[src/hw/rtl/bfsp_pkg.sv]
// bfsp_pkg: shared widths, register codes, sequencer states and relax-unit structs
// for the shortest-path unit. no dependencies.
`timescale 1ns / 1ps

package bfsp_pkg;

   localparam int VERT_W       = 6;
   localparam int MAX_VERTICES = 64;
   localparam int VCOUNT_W     = 7;
   localparam int WEIGHT_W     = 16;
   localparam int DIST_W       = 22;
   localparam int SUM_W        = 23;
   localparam int EDGE_W       = 2 * VERT_W + WEIGHT_W;
   localparam int CSR_ADDR_W   = 3;
   localparam int CSR_DATA_W   = 32;

   localparam logic signed [DIST_W-1:0] DIST_MAX = {1'b0, {(DIST_W-1){1'b1}}};
   localparam logic signed [DIST_W-1:0] DIST_MIN = {1'b1, {(DIST_W-1){1'b0}}};

   // register index, taken from the word address bit
   localparam logic REG_VERTEX_COUNT  = 1'b0;
   localparam logic REG_SOURCE_VERTEX = 1'b1;

   typedef enum logic [2:0] {
      ST_LOAD,
      ST_INIT,
      ST_FETCH,
      ST_DREAD,
      ST_EXEC,
      ST_EMIT_RD,
      ST_EMIT_OUT
   } seq_state_type;

   typedef struct packed {
      logic                       to_known;
      logic signed [DIST_W-1:0]   dist_from;
      logic signed [DIST_W-1:0]   dist_to;
      logic signed [WEIGHT_W-1:0] weight;
   } relax_op_type;

   typedef struct packed {
      logic                     improve;
      logic signed [DIST_W-1:0] dist_new;
   } relax_res_type;

   function automatic logic [VCOUNT_W-1:0] live_count(input logic [VCOUNT_W-1:0] vc);
      logic [VCOUNT_W-1:0] n;
      n = vc;
      if (vc == '0) begin
         n = VCOUNT_W'(1);
      end else if (vc > VCOUNT_W'(MAX_VERTICES)) begin
         n = VCOUNT_W'(MAX_VERTICES);
      end
      return n;
   endfunction

endpackage

[src/hw/rtl/bfsp_relax_unit.sv]
// bfsp_relax_unit: the shared add / compare / saturate unit used for every edge visit.
// depends on bfsp_pkg.
`timescale 1ns / 1ps

module bfsp_relax_unit
   import bfsp_pkg::*;
(
   input  relax_op_type  op,
   output relax_res_type res
);

   logic signed [SUM_W-1:0] sum;
   logic signed [SUM_W-1:0] dist_to_ext;

   assign sum         = SUM_W'(op.dist_from) + SUM_W'(op.weight);
   assign dist_to_ext = SUM_W'(op.dist_to);

   always_comb begin
      // compare on the unsaturated sum so saturation cannot mask a cycle
      res.improve = !op.to_known || (sum < dist_to_ext);
      priority if (sum > SUM_W'(DIST_MAX)) begin
         res.dist_new = DIST_MAX;
      end else if (sum < SUM_W'(DIST_MIN)) begin
         res.dist_new = DIST_MIN;
      end else begin
         res.dist_new = sum[DIST_W-1:0];
      end
   end

endmodule

[config.mk]
export PLATFORM = sky130hd
export DESIGN_NAME = bfsp_relax_unit
export DESIGN_NICKNAME = d
export VERILOG_FILES = /design/src/hw/rtl/bfsp_pkg.sv /design/src/hw/rtl/bfsp_relax_unit.sv
export SDC_FILE = /design/constraint.sdc
export NUM_CORES = 1
export LEC_CHECK = 0
export BUFFER_PORTS_ARGS = -buffer_cell sky130_fd_sc_hd__buf_2
export CORE_ASPECT_RATIO = 0.9
export CORE_MARGIN = 5
export CORE_UTILIZATION = 35
export DETAILED_ROUTE_END_ITERATION = 8
export MAX_ROUTING_LAYER = met4
export SYNTH_ARGS = -nofsm -noshare
export SYNTH_HDL_FRONTEND = slang
export SYNTH_SLANG_ARGS = --single-unit
[constraint.sdc]
create_clock -name vclk -period 4.5
set_clock_uncertainty 0.2 [all_clocks]
set_input_delay 0.675 -clock vclk [all_inputs]
set_output_delay 0.675 -clock vclk [all_outputs]
set_load 0.005 [all_outputs]
# Yosys cells after proc, flatten, opt, wreduce, memory -nomap -nowiden
# Index checks and enable logic that the tools add are counted.
[classes]
add_sub_neg = 1
order_cmp = 3
n_reduce_logical = 2
mux = 2
[ops]
columns = ["operator", "n"]
rows = [
  ["22-bit 2-to-1 mux", 2],
  ["22-bit by 16-bit adder with 23-bit output", 1],
  ["23-bit by 22-bit greater-than comparator with 1-bit output (second input constant)", 1],
  ["23-bit by 22-bit < comparator with 1-bit output", 1],
  ["23-bit by 22-bit < comparator with 1-bit output (second input constant)", 1],
  ["1-bit zero test", 1],
  ["1-bit logical OR", 1],
]
[totals]
out_inout_bits = 23
input_bits = 61
ff_bits = 0

# Depth between registers and ports, before layout
[logic_depth]
word_depth = 4
ltp_mapped = 18
depth_no_buf = 18

# Worst setup path before layout
# No wires, ideal clock.
[synth_path]
kind = "input to output"
startpoint = "input op[0] (netlist name)"
endpoint = "output res[22] (netlist name)"
slack_ns = -0.319
arrival_time_ns = 3.944
path_buffers = 0
required_ns = 3.625
path_stages = 18
path_cell_list = "ha_1 > inv_1 > fa_1 > nor2b_1 > o211ai_2 > a21oi_1 > o21a_1 > nor2_1 > xnor2_1 > ha_1 > a21o_1 > a21o_1 > a211oi_1 > o21ai_1 > a221o_1 > a2111oi_0 > nand4_1 > o211ai_1"
[synth_lines]
columns = ["item", "line", "text"]
rows = [
  ["from (decl)", "bfsp_relax_unit.sv:8", "input relax_op_type op,"],
  ["to (decl)", "bfsp_relax_unit.sv:9", "output relax_res_type res"],
]

==> run_results.csv <==
group,metric,value,unit
run_status,status,"finished, violations left",
run_status,failed_checks,"negative setup slack",
global_routing,grt-ovfl-total,0,
route,wl_met2,2650,um
route,drt_iter0_markers,65,
timing,finalCriticalPeriod,4.96,ns
power_and_ir_drop,share_of_power_burned_in_combinational_logic,100.0,%
power_and_ir_drop,power.static_leakage,1.55,nW
floorplan,die_span_y,80.3,um
route,wl_met1,2760,um
layout,post_layout_nonfiller_instances,454,
layout,clock_buffers,0,
route,remaining_drc_errors,0,
layout,num-fill-cells,540,
yosys,yosysSeqAreaShare,0,%
global_routing,grt_util_all_layers,16.8,%
route,route.top_layer_used,"met4",
place,post-place-cells,450,
hold_path,holdCritPathClass,"primary input to output port",
job,cap_violations,0,
layout,antennaDiodeCount,0,
layout,post_route_cells_drive_above_1_share,47.3,%
floorplan,core_region_area,0.00529,mm2
yosys,syn_avg_cell_area,7.71,um2
timing,normalized_max_slew_margin,50.4,%
route,postRouteAntennaNets,0,
timing,fin_ws,-0.458,ns
setup_path,required,3.62,ns
global_routing,grt_max_degree,23,
yosys,synth_cell_type_count,46,
setup_path,first_element_of_the_critical_path,"op[0]",
power_and_ir_drop,netSwitchingPower,0.263,mW
layout,seq_cell_count,0,
route,finalWirelength,5750,um
setup_path,path_type_of_the_worst_setup_path,"primary input to output port",
cts,cts_hold_buffers,0,
yosys,yosysWarnings,0,
floorplan,dieArea,0.00707,mm2
layout,finish.net_count,494,
yosys,synth_nets,354,
setup_path,endpoint,"res[22]",
power_and_ir_drop,intPower,0.312,mW
layout,syn_to_final_growth,50.3,%
route,post_drt_wl_per_cell,12.7,um
timing,report.final.hold_viol_count,0,
power_and_ir_drop,power_total,0.576,mW
power_and_ir_drop,power.ir.vdd_worst,0.0897,mV
route,num_vias,2279,
timing,holdWs,1.58,ns
place,port_buffers,84,
floorplan,num_io_pins,84,
global_routing,grt_antenna_before_repair,0,
route,detailedRoute.firstPassIterationCount,4,
timing,slew_viol_final,0,
timing,setup_viol_count_final,1,
floorplan,starting_density_of_the_core,36.3,%
place,dp_hpwl,5070,um
timing,setup_repair_after_global_routing_missed_its_margin,"yes",
power_and_ir_drop,power_density,200,mW/mm2
floorplan,core.rowCount,25,
yosys,synth_area,0.00192,mm2
setup_path,critical_path.startpoint_type,"primary input",
place,gpl.final_weighted_congestion,0.880,
route,routed-wl-met3,293,um
route,vias_per_cell,5.02,
power_and_ir_drop,clock_power_share,0,%
timing,worst_slew_pin_tran,0.726,ns
global_routing,grt_first_pass_wirelength,9830,um
power_and_ir_drop,sw_frac_of_total,45.7,%
setup_path,critical_path_fanouts_max,3,
layout,layout.core_utilization,54.6,%
timing,fraction_of_the_cycle_the_final_worst_path_needs,110,%
setup_path,endpoint_kind,"output port",
layout,register_area,0,um2
floorplan,dieWidth,88.1,um
global_routing,grt_pass1_vias,2324,
timing,max_freq,202,MHz
power_and_ir_drop,pwr-share-seq,0,%
yosys,synthCells,249,
setup_path,arrival_time_of_the_worst_setup_path,4.08,ns
[worst min-delay path by stage]
stage / start / endpoint / depth (start not counted)
global route: op[60] / res[22] / 4
floorplan: op[37] / res[22] / 2
global placement: op[60] / res[22] / 4
CTS: op[60] / res[22] / 4
finish: op[60] / res[22] / 4
detailed placement: op[60] / res[22] / 4
[routing by layer]
layer / GRT usage [%] / vias up
met2: 29.1 / 56
met3: 1.03 / 4
met5: - / -
li1: - / 1196
met4: 1.21 / 0
met1: 22.5 / 1023
[synth_stat cells, types with 3 or more instances]
master / number / share of area, %
sky130_fd_sc_hd__inv_1: 32 / 6.3
sky130_fd_sc_hd__maj3_2: 21 / 12
sky130_fd_sc_hd__buf_6: 5 / 2.9
sky130_fd_sc_hd__nor2_1: 18 / 3.5
sky130_fd_sc_hd__nand3_1: 7 / 1.8
sky130_fd_sc_hd__o21a_1: 3 / 1.2
sky130_fd_sc_hd__xnor2_1: 12 / 5.5
sky130_fd_sc_hd__o21ai_1: 3 / 0.78
sky130_fd_sc_hd__o21ai_0: 7 / 1.8
sky130_fd_sc_hd__o211ai_1: 4 / 1.6
sky130_fd_sc_hd__a21o_1: 9 / 3.5
sky130_fd_sc_hd__a211oi_1: 5 / 2.0
sky130_fd_sc_hd__a21oi_1: 16 / 4.2
sky130_fd_sc_hd__ha_1: 43 / 28
sky130_fd_sc_hd__nor2b_1: 4 / 1.3
sky130_fd_sc_hd__nand2_1: 13 / 2.5
sky130_fd_sc_hd__nand4_1: 5 / 1.6
sky130_fd_sc_hd__xor2_1: 5 / 2.3
sky130_fd_sc_hd__and3_1: 4 / 1.3
[worst max-delay path, cell delays in order]
cell and delay, ns:
sky130_fd_sc_hd__buf_8 0.07, sky130_fd_sc_hd__ha_4 0.14, sky130_fd_sc_hd__inv_2 0.04, sky130_fd_sc_hd__fa_2 0.36, sky130_fd_sc_hd__nor2b_4 0.16, sky130_fd_sc_hd__o211ai_4 0.12
sky130_fd_sc_hd__a21oi_2 0.16, sky130_fd_sc_hd__o21a_1 0.13, sky130_fd_sc_hd__nor2_1 0.04, sky130_fd_sc_hd__xnor2_1 0.22, sky130_fd_sc_hd__ha_1 0.29, sky130_fd_sc_hd__a21o_1 0.16
sky130_fd_sc_hd__a21o_1 0.16, sky130_fd_sc_hd__a211oi_2 0.17, sky130_fd_sc_hd__o21ai_1 0.08, sky130_fd_sc_hd__a221o_1 0.36, sky130_fd_sc_hd__a211o_1 0.27, sky130_fd_sc_hd__o221a_2 0.23
sky130_fd_sc_hd__o211ai_1 0.09, sky130_fd_sc_hd__buf_2 0.15
[placed cells by master (no fill, tap or decap), drive strengths merged]
cell and instances:
a311oi 1, xnor2 12, buf 145, o21ai 11, nand4 5, a2111oi 2, ha 43, nand3 8
o211ai 6, a21oi 17, maj3 21, nor2b 4, a41o 1, inv 32, nor2 18, nor4b 1
nand2 13, and3 4, o21a 3, a2111o 1, or2b 1, a41oi 1, nor3b 1, a221oi 1
a21boi 1, o311ai 1, a221o 2, a31oi 2, fa 1, nand2b 2, xor2 5, or2 1
a21o 9, o21bai 2, a211oi 6, o221a 1, a211o 2
[layout make-up]
type                       instances  area (um2)  share of cell area, %
inverter                          32         120                   4.16
timing repair buffer             145         895                   31.0
multi-input combinational        210        1790                   61.9
tap                               67        83.8                   2.91
[power groups by stage]
stage	Sequential, mW	Combinational [mW]	Clock [mW]
finish	0	0.576	0
global route	0	0.644	0
CTS	0	0.574	0
floorplan	0	0.337	0
detailed placement	0	0.562	0
global placement	0	0.556	0
[cells by family after synthesis]
| logic type | count (synthesis) | share of synthesized area (%) |
|---|---|---|
| AO/OA/AOI/OAI | 70 | 26.1 |
| XOR/XNOR | 17 | 7.76 |
| adder cells (fa/ha/maj) | 65 | 41.4 |
| buffers and inverters | 39 | 9.84 |
| AND/OR/NAND/NOR | 58 | 14.9 |
[through the flow]
stage | setup slack, ns | area (um2) | TNS (ns)
final | -0.458 | 2880 | -0.458
after global routing | -0.707 | 2880 | -0.707
after CTS | -0.405 | 2860 | -0.405
after detailed placement | -0.555 | 2820 | -0.555
after global placement | -0.475 | 2820 | -0.475
after floorplan | -0.107 | 1950 | -0.107
[repair_timing]
action	in CTS	in global routing
setup endpoints to repair	1	1
gates cloned	0	0
buffers inserted	3	1
pin swaps	6	8
resized for setup	3	6
No activity file was read; power rests on OpenSTA's default activity.
